### src/rtl/gps_pkg.sv
// gps_pkg: shared types, codes and widths for the glob pattern search block
// no dependencies; imported by the interfaces, the cell and the top level
package gps_pkg;

   localparam int CMD_W        = 2;
   localparam int TOK_IDX_W    = 4;
   localparam int KIND_W       = 3;
   localparam int BYTE_W       = 8;
   localparam int BYTE_VALUES  = 256;
   localparam int CSR_INDEX_W  = 1;
   localparam int CSR_DATA_W   = 5;

   // commands carried by a request word
   localparam logic [CMD_W-1:0] CMD_PAYLOAD = 2'd0;
   localparam logic [CMD_W-1:0] CMD_TOKEN   = 2'd1;
   localparam logic [CMD_W-1:0] CMD_CLASS   = 2'd2;

   // token kinds
   localparam logic [KIND_W-1:0] KIND_LITERAL = 3'd0;
   localparam logic [KIND_W-1:0] KIND_ANY     = 3'd1;
   localparam logic [KIND_W-1:0] KIND_STAR    = 3'd2;
   localparam logic [KIND_W-1:0] KIND_CLASS   = 3'd3;
   localparam logic [KIND_W-1:0] KIND_NCLASS  = 3'd4;

   // control register indexes
   localparam logic [CSR_INDEX_W-1:0] REG_PATTERN_LENGTH = 1'd0;
   localparam logic [CSR_INDEX_W-1:0] REG_STAR_LIMIT     = 1'd1;

   localparam logic [CSR_DATA_W-1:0] PATTERN_LENGTH_RESET = 5'd0;
   localparam logic [CSR_DATA_W-1:0] STAR_LIMIT_RESET     = 5'd8;

   // what one cell hands to the next position in the same cycle
   typedef struct packed {
      logic carry;   // reached here and is a star, so the next position is live too
      logic adv;     // reached here and the byte was consumed
   } link_type;

   // pattern and class writes, plus the class store clearing sweep
   typedef struct packed {
      logic                  tok_we;
      logic                  cls_we;
      logic                  clear;
      logic [TOK_IDX_W-1:0]  index;
      logic [KIND_W-1:0]     kind;
      logic [BYTE_W-1:0]     literal;
      logic [BYTE_W-1:0]     ram_addr;
      logic                  ram_data;
   } wr_type;

   // payload lookup and nfa update controls
   typedef struct packed {
      logic              rd_en;
      logic [BYTE_W-1:0] rd_addr;
      logic              fire;
      logic              last;
      logic [BYTE_W-1:0] data;
   } step_type;

endpackage

### src/rtl/gps_ram.sv
// gps_ram: generic single write port ram with registered read
// no dependencies
module gps_ram #(
   parameter int WIDTH = 1,
   parameter int DEPTH = 256
) (
   input  logic                     clock,
   input  logic                     wr_en,
   input  logic [$clog2(DEPTH)-1:0] wr_addr,
   input  logic [WIDTH-1:0]         wr_data,
   input  logic                     rd_en,
   input  logic [$clog2(DEPTH)-1:0] rd_addr,
   output logic [WIDTH-1:0]         rd_data
);

   logic [WIDTH-1:0] mem_ff [DEPTH];
   logic [WIDTH-1:0] rd_data_ff;

   always_ff @(posedge clock) begin
      if (wr_en) begin
         mem_ff[wr_addr] <= wr_data;
      end
      if (rd_en) begin
         rd_data_ff <= mem_ff[rd_addr];
      end
   end

   assign rd_data = rd_data_ff;

endmodule

### src/rtl/gps_cell.sv
// gps_cell: one pattern position of the nfa chain: token, class bitmap, active bit
// depends on gps_pkg and gps_ram
module gps_cell #(
   parameter int INDEX = 0,
   parameter int LEN_W = 5
) (
   input  logic                clock,
   input  logic                reset,
   input  gps_pkg::wr_type     wr,
   input  gps_pkg::step_type   step,
   input  logic [LEN_W-1:0]    used_len,
   input  gps_pkg::link_type   link_in,
   output gps_pkg::link_type   link_out,
   output logic                hit,
   output logic                star
);
   import gps_pkg::*;

   logic [KIND_W-1:0] kind_ff;
   logic [BYTE_W-1:0] literal_ff;
   logic              act_ff;
   logic              act_in;
   logic              member;
   logic              sel;
   logic              ram_we;
   logic              in_use;
   logic              at_end;
   logic              reach;
   logic              is_star;
   logic              takes;
   logic              nxt;

   assign sel    = (int'(wr.index) == INDEX);
   assign ram_we = wr.clear | (wr.cls_we & sel);

   gps_ram #(
      .WIDTH (1),
      .DEPTH (BYTE_VALUES)
   ) u_class (
      .clock   (clock),
      .wr_en   (ram_we),
      .wr_addr (wr.ram_addr),
      .wr_data (wr.ram_data),
      .rd_en   (step.rd_en),
      .rd_addr (step.rd_addr),
      .rd_data (member)
   );

   // token store, undefined until written
   always_ff @(posedge clock) begin
      if (wr.tok_we && sel) begin
         kind_ff    <= wr.kind;
         literal_ff <= wr.literal;
      end
   end

   assign in_use  = (LEN_W'(INDEX) < used_len);
   assign at_end  = (LEN_W'(INDEX) == used_len);
   assign reach   = act_ff | link_in.carry;
   assign is_star = (kind_ff == KIND_STAR);

   always_comb begin
      case (kind_ff)
         KIND_LITERAL: takes = (literal_ff == step.data);
         KIND_ANY:     takes = 1'b1;
         KIND_CLASS:   takes = member;
         KIND_NCLASS:  takes = ~member;
         default:      takes = 1'b0;
      endcase
   end

   assign link_out.carry = reach & is_star & in_use;
   assign link_out.adv   = reach & takes & in_use;
   assign nxt            = link_in.adv | link_out.carry;
   assign hit            = at_end & (reach | nxt);
   assign star           = is_star & in_use;

   always_comb begin
      act_in = act_ff;
      if (step.fire) begin
         act_in = step.last ? 1'b0 : nxt;
      end
   end

   always_ff @(posedge clock) begin
      if (reset) begin
         act_ff <= 1'b0;
      end else begin
         act_ff <= act_in;
      end
   end

endmodule
### config.mk
export PLATFORM = sky130hd
export DESIGN_NAME = gps_cell
export DESIGN_NICKNAME = d
export VERILOG_FILES = /design/src/rtl/gps_pkg.sv /design/src/rtl/gps_ram.sv /design/src/rtl/gps_cell.sv
export SDC_FILE = /design/constraint.sdc
export NUM_CORES = 1
export LEC_CHECK = 0
export ABC_AREA = 1
export CAP_MARGIN = 20
export CORE_ASPECT_RATIO = 0.8
export CORE_MARGIN = 2
export CORE_UTILIZATION = 40
export CTS_BUF_LIST = sky130_fd_sc_hd__clkbuf_16
export DETAILED_ROUTE_END_ITERATION = 12
export DONT_BUFFER_PORTS = 1
export SKIP_CTS_REPAIR_TIMING = 1
export SLEW_MARGIN = 5
export SYNTH_ARGS = -nofsm -noshare
export SYNTH_HDL_FRONTEND = slang
export SYNTH_SLANG_ARGS = --single-unit
### constraint.sdc
create_clock -name clock -period 2.6 [get_ports clock]
set_clock_uncertainty 0.15 [all_clocks]
set_input_delay 0.13 -clock clock [delete_from_list [all_inputs] [get_ports clock]]
set_output_delay 0.13 -clock clock [all_outputs]
set_load 0.01 [all_outputs]
# --- Word level (Yosys, flattened, before mapping) ---
# Memories as Yosys holds them, arrays and structs flattened. A register that Yosys moved wholly into a read port is not among the register bits.
# Index checks and enable logic that the tools add are counted.
word_totals:
  reg_bits: 12
  ram_bits: 256
  in_bits: 55
  out_inout_bits: 4
  wordCells: 30
  n_memories: 1
classes:
  order_cmp: 1
  eq_ne: 5
  mux: 4
  bitwise_logic: 12
  n_reduce_logical: 4
mem_list:
  columns: ["memory", "depth", "word_bits", "read_ports", "rd_clocked_by_memory_dff", "wr", "line", "source"]
  rows:
  - ["u_class.mem_ff", 256, 1, 1, 1, 1, "gps_ram.sv:16", "logic [WIDTH-1:0] mem_ff [DEPTH];"]
op_table:
  columns: ["operator", "n"]
  rows:
  - ["$eq 8x8->1", 1]
  - ["$and 1x1->1", 7]
  - ["$eq 3x2->1 const B", 2]
  - ["$logic_not 5->1", 1]
  - ["$lt 1x5->1 const A", 1]
  - ["$logic_not 4->1", 1]
  - ["$or 1x1->1", 4]
  - ["$pmux 1 s4", 1]
  - ["$eq 3x1->1 const B", 1]
  - ["$eq 3x3->1 const B", 1]
  - ["$logic_not 3->1", 1]
  - ["$mux 1", 3]
  - ["$logic_and 1x1->1", 1]
  - ["$not 1->1", 1]

# --- Depth between registers and ports, before layout ---
# Gate-level depths: netlist of the first run.
depth:
  word_depth: 6
  ltp_mapped: 13
  mapped_depth_nobuf: 11

# --- Modules after synthesis ---
# From an unflattened synthesis of the first run, not the netlist that was laid out.
hier_totals:
  cells_unflattened: 1262
  area_unflattened_um2: 12396.9
by_module_without_submodules:
  columns: ["mod", "n_inst", "cells_each", "area_each_um2", "seq_area_each_um2"]
  rows:
  - ["gps_ram", 1, 1184, 11727.5, 7717.4]
  - ["gps_cell", 1, 78, 669.4, 350.3]

# --- Least setup slack after synthesis of the first run ---
# No wires, ideal clock.
synth_path:
  kind: "input to register"
  from: "input wr[23] (netlist bit)"
  to: "memory u_class.mem_ff[199] (enable)"
  setup_ns: 0.301
  t_arrival_ns: 1.129
  required_time_ns: 2.149
  slack_ns: 1.020
  path_stages: 8
  n_path_buf: 1
  path_cell_list: "nor4_2 -> nand2_1 -> nand2_4 -> inv_1 -> nor3_2 -> inv_2 -> buf_6 -> nor2_1"
synth_via:
  elab_chain_len: 5
synth_lines:
  columns: ["element", "line", "source"]
  rows:
  - ["from (decl)", "gps_cell.sv:9", "input gps_pkg::wr_type wr,"]
  - ["$logic_not 4->1", "gps_cell.sv:33", "assign sel = (int'(wr.index) == INDEX);"]
  - ["$and 1x1->1", "gps_cell.sv:34", "assign ram_we = wr.clear | (wr.cls_we & sel);"]
  - ["$or 1x1->1", "gps_cell.sv:34", null]
  - ["$mux 1", "gps_ram.sv:20", "if (wr_en) begin"]
  - ["$mux 1 (implied by the code)", "gps_ram.sv:21", "mem_ff[wr_addr] <= wr_data;"]
  - ["to (decl)", "gps_ram.sv:16", null]
# Every way passes these cells.

# --- Final worst setup path of the first run ---
layout_path:
  from: "input wr[5] (netlist bit)"
  to: "memory u_class.mem_ff[250] (enable)"
# Straight into the memory's write port.

==> impl_metrics.csv, run 1 <==
group,metric,value,unit
worst_setup_path,worstSetupPathType,"in2reg",
detailed_routing,vias,9754,
placement,port-buffer-count,0,
worst_setup_path,crit_path_end_kind,"flip-flop",
logic_synthesis,synth_cell_type_count,30,
worst_setup_path,list_of_cells_traversed_by_the_critical_path,"dlygate4sd3_1 > nand2_1 > dlygate4sd3_1 > nor2_1 > dlygate4sd3_1 > nand2_1 > inv_1",
cts,cts_max_path_buffers,3,
job,max_cap_violations,0,
timing,fin_crit_sh,0.903,
final_layout,mostFrequentLayoutCells,"nand2_1 (385), edfxtp_1 (268), nand3_1 (250)",
logic_synthesis,synth_top_cell_by_area,"edfxtp_1",
final_layout,num-nets-final,1455,
worst_setup_path,cp_data_required_time,2.73,ns
floorplanning,die_width,204,µm
hold_path,whs_path_depth,0,
placement,postPlaceCellArea,13200,µm²
worst_setup_path,timing.critical_path.mode_cell,"dlygate4sd3_1",
run_status,status,"finished with violations",
placement,hpwl_after_detailed_placement,21700,µm
hold_path,holdCritPathClass,"in2reg",
detailed_routing,remaining_number_of_nets_flagged_by_the_antenna_check_after_routing,0,
logic_synthesis,synth.net_count,1429,
cts,cts_tree,"built",
logic_synthesis,ys_top_cells_by_area,"edfxtp_1 (63%), nand2_1 (11%), nand3_1 (9.7%), nor2_1 (6.1%), inv_1 (4.2%)",
floorplanning,core_area,31500,µm²
timing,worst_hold_check_slack,-0.455,ns
timing,slew_headroom,0.595,
floorplanning,die_height,164,µm
final_layout,area.growth.synth_to_final,12.0,%
final_layout,finish.utilization,0.457,
worst_setup_path,cell_count_of_the_worst_reg_to_reg_path,11,
detailed_routing,dr.pass1.iters,7,
pwr,total_power,9090,µW
cts,clock_latency,0.57,ns
floorplanning,floorplan.die_area,33600,µm²
cts,clk_pin_slew,0.06,ns
global_routing,first_global_vias,8843,
timing,final-setup-viol-count,0,
final_layout,post_route_cells_drive_above_1_share,0.0633,
floorplanning,start_util,0.408,
final_layout,final_cell_area,14400,µm²
timing,peak_clock_frequency_supported_by_timing,426,MHz
timing,report.final.hold_viol_count,260,
placement,gp_congestion,0.887,
global_routing,grt-ovfl-total,0,
timing,tightest_slew,0.604,ns
worst_setup_path,critical_path.max_stage_delay,0.64,ns
floorplanning,fp-row-count,58,
worst_setup_path,slowest_cell_on_the_critical_path,"dlygate4sd3_1",
detailed_routing,vias_per_cell,5.30,
logic_synthesis,synthesis.yosys.warnings,0,
pwr,powerDensity,632,nW/µm²
logic_synthesis,post_synth_instance_area,12800,µm²
logic_synthesis,ys_seq_elements,269,
worst_setup_path,timing.critical_path.arrival,2.48,ns
timing,fin_crit,2.35,ns
timing,rsz0062_at_grt,"false",
pwr,max-vdd-ir-drop,0.408,mV
run_status,failed_checks,"negative hold slack",
global_routing,antenna_violations_before_repair,0,
final_layout,num-fill-cells,3057,
global_routing,grt_first_pass_wirelength,54600,µm
cts,cts_buffers,29,
detailed_routing,routedWlPerCell,20.3,µm
cts,cts.sinks,269,
timing,finalSetupTns,0,ns
floorplanning,boundaryPins,59,
logic_synthesis,post-synth-top-area-fraction,0.626,
final_layout,insertedDiodeCount,0,
detailed_routing,drc_errors_left,0,
worst_setup_path,timing.critical_path.depth,7,
worst_setup_path,critical_path_peak_fanout,3,
pwr,p_leak,0.00590,µW
worst_setup_path,timing.critical_path.from_type,"primary input",
global_routing,global_route.usage.total,0.220,
worst_setup_path,crit_buf_inv,4,
global_routing,grt_start_max_net_pins,257,
worst_setup_path,delay_heaviest_family_cp,"buffers and inverters",
logic_synthesis,avgSynthCellArea,9.35,µm²
logic_synthesis,ys_seq_area_frac,0.628,
detailed_routing,first_iter_violations,1224,
final_layout,layout_commonest_cell,"nand2_1",
timing,timing_max_transition_violations_final,0,
detailed_routing,routed_wl,37500,µm
cts,cts.root.buffer_cell,"clkbuf_16",
cts,cts_htree_levels,1,
logic_synthesis,synthesis.instances,1374,
[synth_stat cells (all sizes together)]
library cell and n:
dfxtp 1, nand4 1, and2 1, nor4 2, nand2 395, or2 3
edfxtp 268, clkinv 6, clkbuf 15, xnor2 4, o21bai 2, a31oi 1
inv 153, a21oi 1, nor2 210, nor3 4, buf 53, nand3 250
o21ai 3, a2111oi 1
[state kept, by name, summed over array words and instances, names as in the netlist]
register / flops
u_class.mem_ff: 256
u_class.rd_data: 1
act_ff: 1
kind_ff: 3
literal_ff: 8
[routing by layer]
layer	track usage	routed length, µm
met4	0.0527	945
met3	0.0433	3310
met1	0.307	16000
met2	0.353	17200
met5	0	0
[final timing paths]
kind                                          start             endpoint  slack [ns]
worst max-delay path                          wr[5]  u_class.mem_ff[250]        0.25
worst max register to register  u_class.mem_ff[107]      u_class.rd_data        0.38
worst min-delay path                          wr[0]    u_class.mem_ff[9]       -0.45
worst min register to register               act_ff               act_ff        0.94
[logic make-up (layout without fill, tap and decap cells)]
kind of cell,after synthesis,after routing,synth area share
xor+xnor,4,4,0.00273
compound gates,8,8,0.00389
simple gates,866,866,0.285
flops,269,269,0.628
buf+inv,227,275,0.0806
[power by group]
part | internal, µW | leakage, µW | switching [µW]
logic | 177 | 0.00302 | 343
registers | 4780 | 0.00242 | 4.98
clock network | 2100 | 0.000464 | 1690
total | 7060 | 0.00590 | 2030
[per-stage QoR]
stage,hold slack (ns),worst slack (ns),std cells
after floorplan,0.0726,1.02,1374
after global placement,0.0774,0.419,1758
after detailed placement,0.0785,0.425,1758
after CTS,-0.505,0.467,1811
after global routing,-0.484,0.161,1842
final,-0.455,0.252,1842
[layout make-up]
cell class	instances	area [µm²]	share of cell area
well taps	420	526	0.0365
repair buffers	63	601	0.0417
clock buffers	29	726	0.0504
clock inverters	24	124	0.00861
multi-input cells	878	3740	0.260
inverters	159	599	0.0417
flip-flops and latches	269	8070	0.561
No activity file was read; power rests on OpenSTA's default activity.
==> inputs of run 2 (changes only) <==
CORE_ASPECT_RATIO = not set   (was 0.8)
==> run 2 against run 1 <==
The flow still finishes with violations (negative hold slack). Worst setup slack worse by 0.0058 ns. Clock power decreased by 4%. Fmax decreased by 0.25%. Critical path depth grew 4. Routed wire length is 1.1% lower. Cell count fell by 1.5%. First-iteration DRC count is 7.8% lower. Die area is essentially flat. Power fell by 1.7%. Clock-buffer cell count unchanged. Non-clock buffer count decreased by 7. Largest power group unchanged. Highest routed layer unchanged.
==> impl_metrics.csv, run 2 (synthesis gave the netlist of run 1 again) <==
group,metric,value,unit
cts,cts.sinks,269,
placement,gp_congestion,0.884,
pwr,power.share.clock,0.406,
final_layout,largest_register_ff_count,256,
timing,fin_crit,2.35,ns
worst_setup_path,crit_buf_inv,1,
placement,port-buffer-count,0,
detailed_routing,routedWlPerCell,20.4,µm
final_layout,post_route_cells_drive_above_1_share,0.0609,
global_routing,antenna_violations_before_repair,0,
hold_path,timing.hold.worst.start,"wr[0]",
detailed_routing,topRoutingLayerUsed,"met4",
cts,cts_buffers,28,
hold_path,whs_path_depth,0,
timing,slew_headroom,0.573,
global_routing,global_route.usage.total,0.216,
final_layout,area.growth.synth_to_final,10.9,%
worst_setup_path,critical_path_peak_fanout,1,
worst_setup_path,worst-r2r-setup-slack,0.25,ns
final_layout,mostFrequentLayoutCells,"nand2_1 (385), edfxtp_1 (268), nand3_1 (250)",
timing,fin_crit_sh,0.905,
cts,clock_latency,0.55,ns
pwr,max-vdd-ir-drop,0.467,mV
worst_setup_path,timing.critical_path.mode_cell,"nand3_1",
global_routing,grt_start_max_net_pins,257,
final_layout,max_flop_register,"u_class.mem_ff",
final_layout,reg_top3,"u_class.mem_ff x256, literal_ff x8, kind_ff x3",
detailed_routing,remaining_number_of_nets_flagged_by_the_antenna_check_after_routing,0,
job,max_cap_violations,0,
worst_setup_path,cp_data_required_time,2.74,ns
detailed_routing,drc_errors_left,0,
worst_setup_path,rr_endpoint,"u_class.rd_data",
worst_setup_path,delay_heaviest_family_cp,"simple AND/OR/NAND/NOR gates",
timing,report.final.hold_viol_count,257,
worst_setup_path,origin_of_the_critical_flop_to_flop_path,"u_class.mem_ff[205]",
run_status,failed_checks,"negative hold slack",
timing,finalSetupTns,0,ns
hold_path,holdCritPathClass,"in2reg",
floorplanning,core_area,31600,µm²
final_layout,insertedDiodeCount,0,
worst_setup_path,timing.critical_path.arrival,2.50,ns
final_layout,layout_commonest_cell,"nand2_1",
worst_setup_path,worstSetupPathType,"reg2reg",
detailed_routing,first_iter_violations,1129,
pwr,switchingPower,2000,µW
run_status,status,"finished with violations",
detailed_routing,vias_per_cell,5.36,
final_layout,num-nets-final,1447,
floorplanning,die_width,183,µm
final_layout,num-fill-cells,3061,
cts,cts_htree_levels,1,
floorplanning,fp-row-count,65,
detailed_routing,dr.pass1.iters,5,
worst_setup_path,list_of_cells_traversed_by_the_critical_path,"nand2_1 > nand3_1 > nand3_1 > nand3_1 > nand3_1 > nand2_1 > nand2_1 > nand3_1 > nand3_1 > dlygate4sd3_1 > nand2_1",
timing,timing_max_transition_violations_final,0,
timing,peak_clock_frequency_supported_by_timing,425,MHz
hold_path,worstHoldEndpoint,"u_class.mem_ff[58]",
timing,rsz0062_at_grt,"false",
floorplanning,start_util,0.407,
timing,final-setup-viol-count,0,
worst_setup_path,timing.critical_path.from_type,"flip-flop",
timing,tightest_slew,0.639,ns
pwr,powerDensity,628,nW/µm²
floorplanning,die_height,183,µm
global_routing,grt_first_pass_wirelength,54500,µm
worst_setup_path,critical_path.max_stage_delay,0.56,ns
detailed_routing,m1WireLength,15700,µm
pwr,comb_power_share,0.058,
worst_setup_path,timing.critical_path.depth,11,
worst_setup_path,cell_count_of_the_worst_reg_to_reg_path,11,
global_routing,first_global_vias,9146,
placement,worst_slack_at_placement,0.468,ns
floorplanning,boundaryPins,59,
worst_setup_path,crit_path_end_kind,"flip-flop",
placement,hpwl_after_detailed_placement,21400,µm
cts,cts_tree,"built",
detailed_routing,routed_wl,37000,µm
global_routing,grt-ovfl-total,0,
pwr,p_leak,0.00583,µW
worst_setup_path,worst_setup_path_startpoint,"u_class.mem_ff[205]",
floorplanning,floorplan.die_area,33600,µm²
detailed_routing,vias,9724,
worst_setup_path,slowest_cell_on_the_critical_path,"dlygate4sd3_1",
detailed_routing,met3WireLength,3250,µm
cts,cts.root.buffer_cell,"clkbuf_16",
timing,worst_hold_check_slack,-0.434,ns
pwr,share_seq_of_total_power,0.536,
pwr,internal-power,6940,µW
detailed_routing,wl_met2,17000,µm
cts,clk_pin_slew,0.06,ns
timing,final.setup.worst_slack,0.246,ns
pwr,power_switching_share,0.224,
cts,cts_max_path_buffers,3,
run 2: through the flow:
step | cell area [µm²] | utilization | hold WS, ns | total power, µW | instances
after floorplan | 12800 | - | 0.0726 | 5270 | 1374
after global placement | 13200 | 0.418 | 0.0790 | 5360 | 1738
after detailed placement | 13200 | 0.418 | 0.0790 | 5360 | 1738
after CTS | 14000 | 0.443 | -0.488 | 8940 | 1788
after global routing | 14200 | 0.451 | -0.463 | 9170 | 1814
final | 14200 | 0.451 | -0.434 | 8940 | 1814
run 2: how the worst max path moves through the flow:
stage / slack [ns] / end
3_5_place_dp: 0.47 / u_class.mem_ff[79]
4_1_cts: 0.45 / link_out[0]
6_report: 0.25 / u_class.rd_data
2_1_floorplan: 1.02 / u_class.mem_ff[199]
3_3_place_gp: 0.50 / u_class.mem_ff[79]
5_1_grt: 0.14 / u_class.rd_data
run 2: worst register-to-register path, cell delays in order, from the launching register on:
cell           delay [ns]
edfxtp_1             0.43
nand2_1              0.09
nand3_1              0.07
nand3_1              0.08
nand3_1              0.10
nand3_1              0.18
nand2_1              0.14
nand2_1              0.09
nand3_1              0.07
nand3_1              0.07
dlygate4sd3_1        0.56
nand2_1              0.07
run 2: power by group through the flow:
stage	clock network (µW)	logic, µW	registers (µW)
after global routing	3810	569	4790
after floorplan	0	390	4880
after CTS	3670	485	4790
final	3630	522	4790
after global placement	0	479	4880
after detailed placement	0	482	4880
run 2: routing by layer:
metal  vias up  track usage
met5         -            0
met4         0       0.0646
met1      4690        0.299
met3        61       0.0369
met2       463        0.350
li1       4510            -
run 2: cell type report:
class                      instances  area (µm²)  share of cell area
tap                              402         503              0.0353
clock buffer                      29         726              0.0509
clock inverter                    21        81.3             0.00571
inverter                         159         599              0.0421
timing repair buffer              56         523              0.0367
sequential                       269        8070               0.566
multi-input combinational        878        3740               0.263
==> inputs of run 3 (changes only) <==
clock period = 2.01 ns   (was 2.6 ns; I/O delays follow)
==> run 3 against run 2 <==
The run ends with negative hold slack, negative setup slack left. Clock-buffer cell count did not move. Routed wire length hardly changed. First-iteration DRC count rose by 21%. Sequential share of layout area is 1.1 points lower. Largest power group unchanged. Critical endpoint is now link_out[0]. Die area stayed put. Critical path type is now reg2out. Global-route usage up 0.15 points. Via count grew 0.71%. Non-clock buffer count is 31 higher. Largest cell class unchanged. Worst setup slack worse by 0.26 ns.
==> impl_metrics.csv, run 3 (synthesis gave the netlist of run 1 again) <==
group,metric,value,unit
global_routing,global_route.usage.total,0.218,
floorplanning,die_height,183,µm
timing,worst_hold_check_slack,-0.464,ns
pwr,comb_power_share,0.062,
timing,fin_crit,2.02,ns
placement,hpwl_after_detailed_placement,22100,µm
cts,cts_tree,"built",
run_status,failed_checks,"negative hold slack, negative setup slack",
placement,worst_slack_at_placement,0.106,ns
cts,cts.sinks,269,
timing,finalSetupTns,-0.0131,ns
final_layout,reg_top3,"u_class.mem_ff x256, literal_ff x8, kind_ff x3",
pwr,share_seq_of_total_power,0.536,
placement,gp_congestion,0.882,
timing,report.final.hold_viol_count,264,
cts,cts_max_path_buffers,3,
worst_setup_path,cell_count_of_the_worst_reg_to_reg_path,10,
run_status,status,"finished with violations",
timing,peak_clock_frequency_supported_by_timing,494,MHz
detailed_routing,vias_per_cell,5.32,
worst_setup_path,worst-r2r-setup-slack,0.23,ns
worst_setup_path,rr_endpoint,"u_class.rd_data",
global_routing,first_global_vias,9099,
final_layout,final_cells,1841,
worst_setup_path,cp_data_required_time,1.76,ns
cts,clock_latency,0.55,ns
detailed_routing,first_iter_violations,1370,
timing,timing_max_transition_violations_final,0,
floorplanning,start_util,0.407,
worst_setup_path,crit_buf_inv,1,
final_layout,largest_register_ff_count,256,
final_layout,num-fill-cells,3018,
worst_setup_path,crit_path_end_kind,"primary output",
final_layout,ff_latch_area,8070,µm²
detailed_routing,routed_wl,37000,µm
timing,tightest_slew,0.550,ns
detailed_routing,vias,9793,
floorplanning,core_area,31600,µm²
worst_setup_path,critical_path_peak_fanout,1,
global_routing,grt-ovfl-total,0,
timing,final.setup.worst_slack,-0.0131,ns
pwr,power.share.clock,0.403,
worst_setup_path,timing.critical_path.depth,7,
global_routing,grt_first_pass_wirelength,55000,µm
worst_setup_path,timing.critical_path.arrival,1.77,ns
pwr,p_leak,0.00597,µW
timing,slew_headroom,0.633,
detailed_routing,drc_errors_left,0,
pwr,internal-power,9000,µW
final_layout,num-nets-final,1479,
hold_path,timing.hold.worst.start,"wr[0]",
worst_setup_path,list_of_cells_traversed_by_the_critical_path,"xnor2_1 > nand3_1 > nor3_2 > a31oi_1 > o21ai_1 > nand2_1 > inv_2",
worst_setup_path,critical_path.endpoint,"link_out[0]",
hold_path,holdCritPathClass,"in2reg",
timing,rsz0062_at_grt,"true",
pwr,switchingPower,2570,µW
pwr,max-vdd-ir-drop,0.751,mV
cts,cts_buffers,29,
worst_setup_path,slowest_cell_on_the_critical_path,"edfxtp_1",
final_layout,insertedDiodeCount,0,
final_layout,multiInputGateArea,3750,µm²
final_layout,layout_commonest_cell,"nand2_1",
placement,port-buffer-count,0,
detailed_routing,routedWlPerCell,20.1,µm
cts,cts.root.buffer_cell,"clkbuf_16",
floorplanning,die_width,183,µm
worst_setup_path,timing.critical_path.from_type,"flip-flop",
worst_setup_path,origin_of_the_critical_flop_to_flop_path,"u_class.mem_ff[205]",
final_layout,max_flop_register,"u_class.mem_ff",
global_routing,grt_start_max_net_pins,257,
cts,cts_htree_levels,1,
job,max_cap_violations,0,
detailed_routing,dr.pass1.iters,5,
cts,clk_pin_slew,0.06,ns
floorplanning,floorplan.die_area,33600,µm²
floorplanning,fp-row-count,65,
pwr,powerDensity,796,nW/µm²
floorplanning,boundaryPins,59,
worst_setup_path,delay_heaviest_family_cp,"flip-flops",
worst_setup_path,critical_path.max_stage_delay,0.38,ns
timing,fin_crit_sh,1.01,
final_layout,post_route_cells_drive_above_1_share,0.0799,
detailed_routing,remaining_number_of_nets_flagged_by_the_antenna_check_after_routing,0,
timing,final-setup-viol-count,1,
pwr,power_switching_share,0.222,
final_layout,mostFrequentLayoutCells,"nand2_1 (385), edfxtp_1 (268), nand3_1 (250)",
worst_setup_path,worstSetupPathType,"reg2out",
global_routing,antenna_violations_before_repair,0,
placement,placed_cells_incl_taps,1764,
final_layout,area.growth.synth_to_final,13.1,%
worst_setup_path,worst_setup_path_startpoint,"literal_ff[6]",
## run 3: cell types whose count changed in the layout (fill, tap and decap cells not counted), moves of 2 or more
cell,delta
o21ai_0,-2
dlygate4sd3_1,+5
inv_1,-4
o21ai_1,+2
buf_4,+22
clkinv_1,-2
buf_12,+4
## run 3: metal layers
layer | vias up | global-route usage | wire (µm)
met5 | - | 0 | 0
met2 | 443 | 0.342 | 17100
li1 | 4568 | - | -
met3 | 67 | 0.0351 | 2960
met1 | 4715 | 0.312 | 16000
met4 | 0 | 0.0643 | 984
## run 3: power groups by stage
| stage | Sequential, µW | Clock [µW] | Combinational, µW |
|---|---|---|---|
| global placement | 6310 | 0 | 648 |
| finish | 6200 | 4660 | 712 |
| detailed placement | 6310 | 0 | 649 |
| global route | 6190 | 4920 | 779 |
| floorplan | 6310 | 0 | 505 |
| CTS | 6190 | 4720 | 653 |
## run 3: metrics by stage
step / power (µW) / utilization / instance area, µm²
after floorplan: 6820 / - / 12800
after global placement: 6960 / 0.425 / 13400
after detailed placement: 6960 / 0.425 / 13400
after CTS: 11600 / 0.451 / 14200
after global routing: 11900 / 0.461 / 14500
final: 11600 / 0.461 / 14500
## run 3: worst min path at each step
stage                         end  cells after the start
2_1_floorplan              act_ff                      1
3_3_place_gp        literal_ff[5]                      0
3_5_place_dp        literal_ff[4]                      0
4_1_cts                kind_ff[0]                      0
5_1_grt        u_class.mem_ff[56]                      0
6_report       u_class.mem_ff[56]                      0
## run 3: area by class of cell
| cell class | count | share of cell area |
|---|---|---|
| well taps | 402 | 0.0346 |
| clock inverters | 17 | 0.00465 |
| multi-input cells | 878 | 0.258 |
| repair buffers | 87 | 0.0563 |
| clock buffers | 29 | 0.0499 |
| flip-flops and latches | 269 | 0.555 |
| inverters | 159 | 0.0412 |
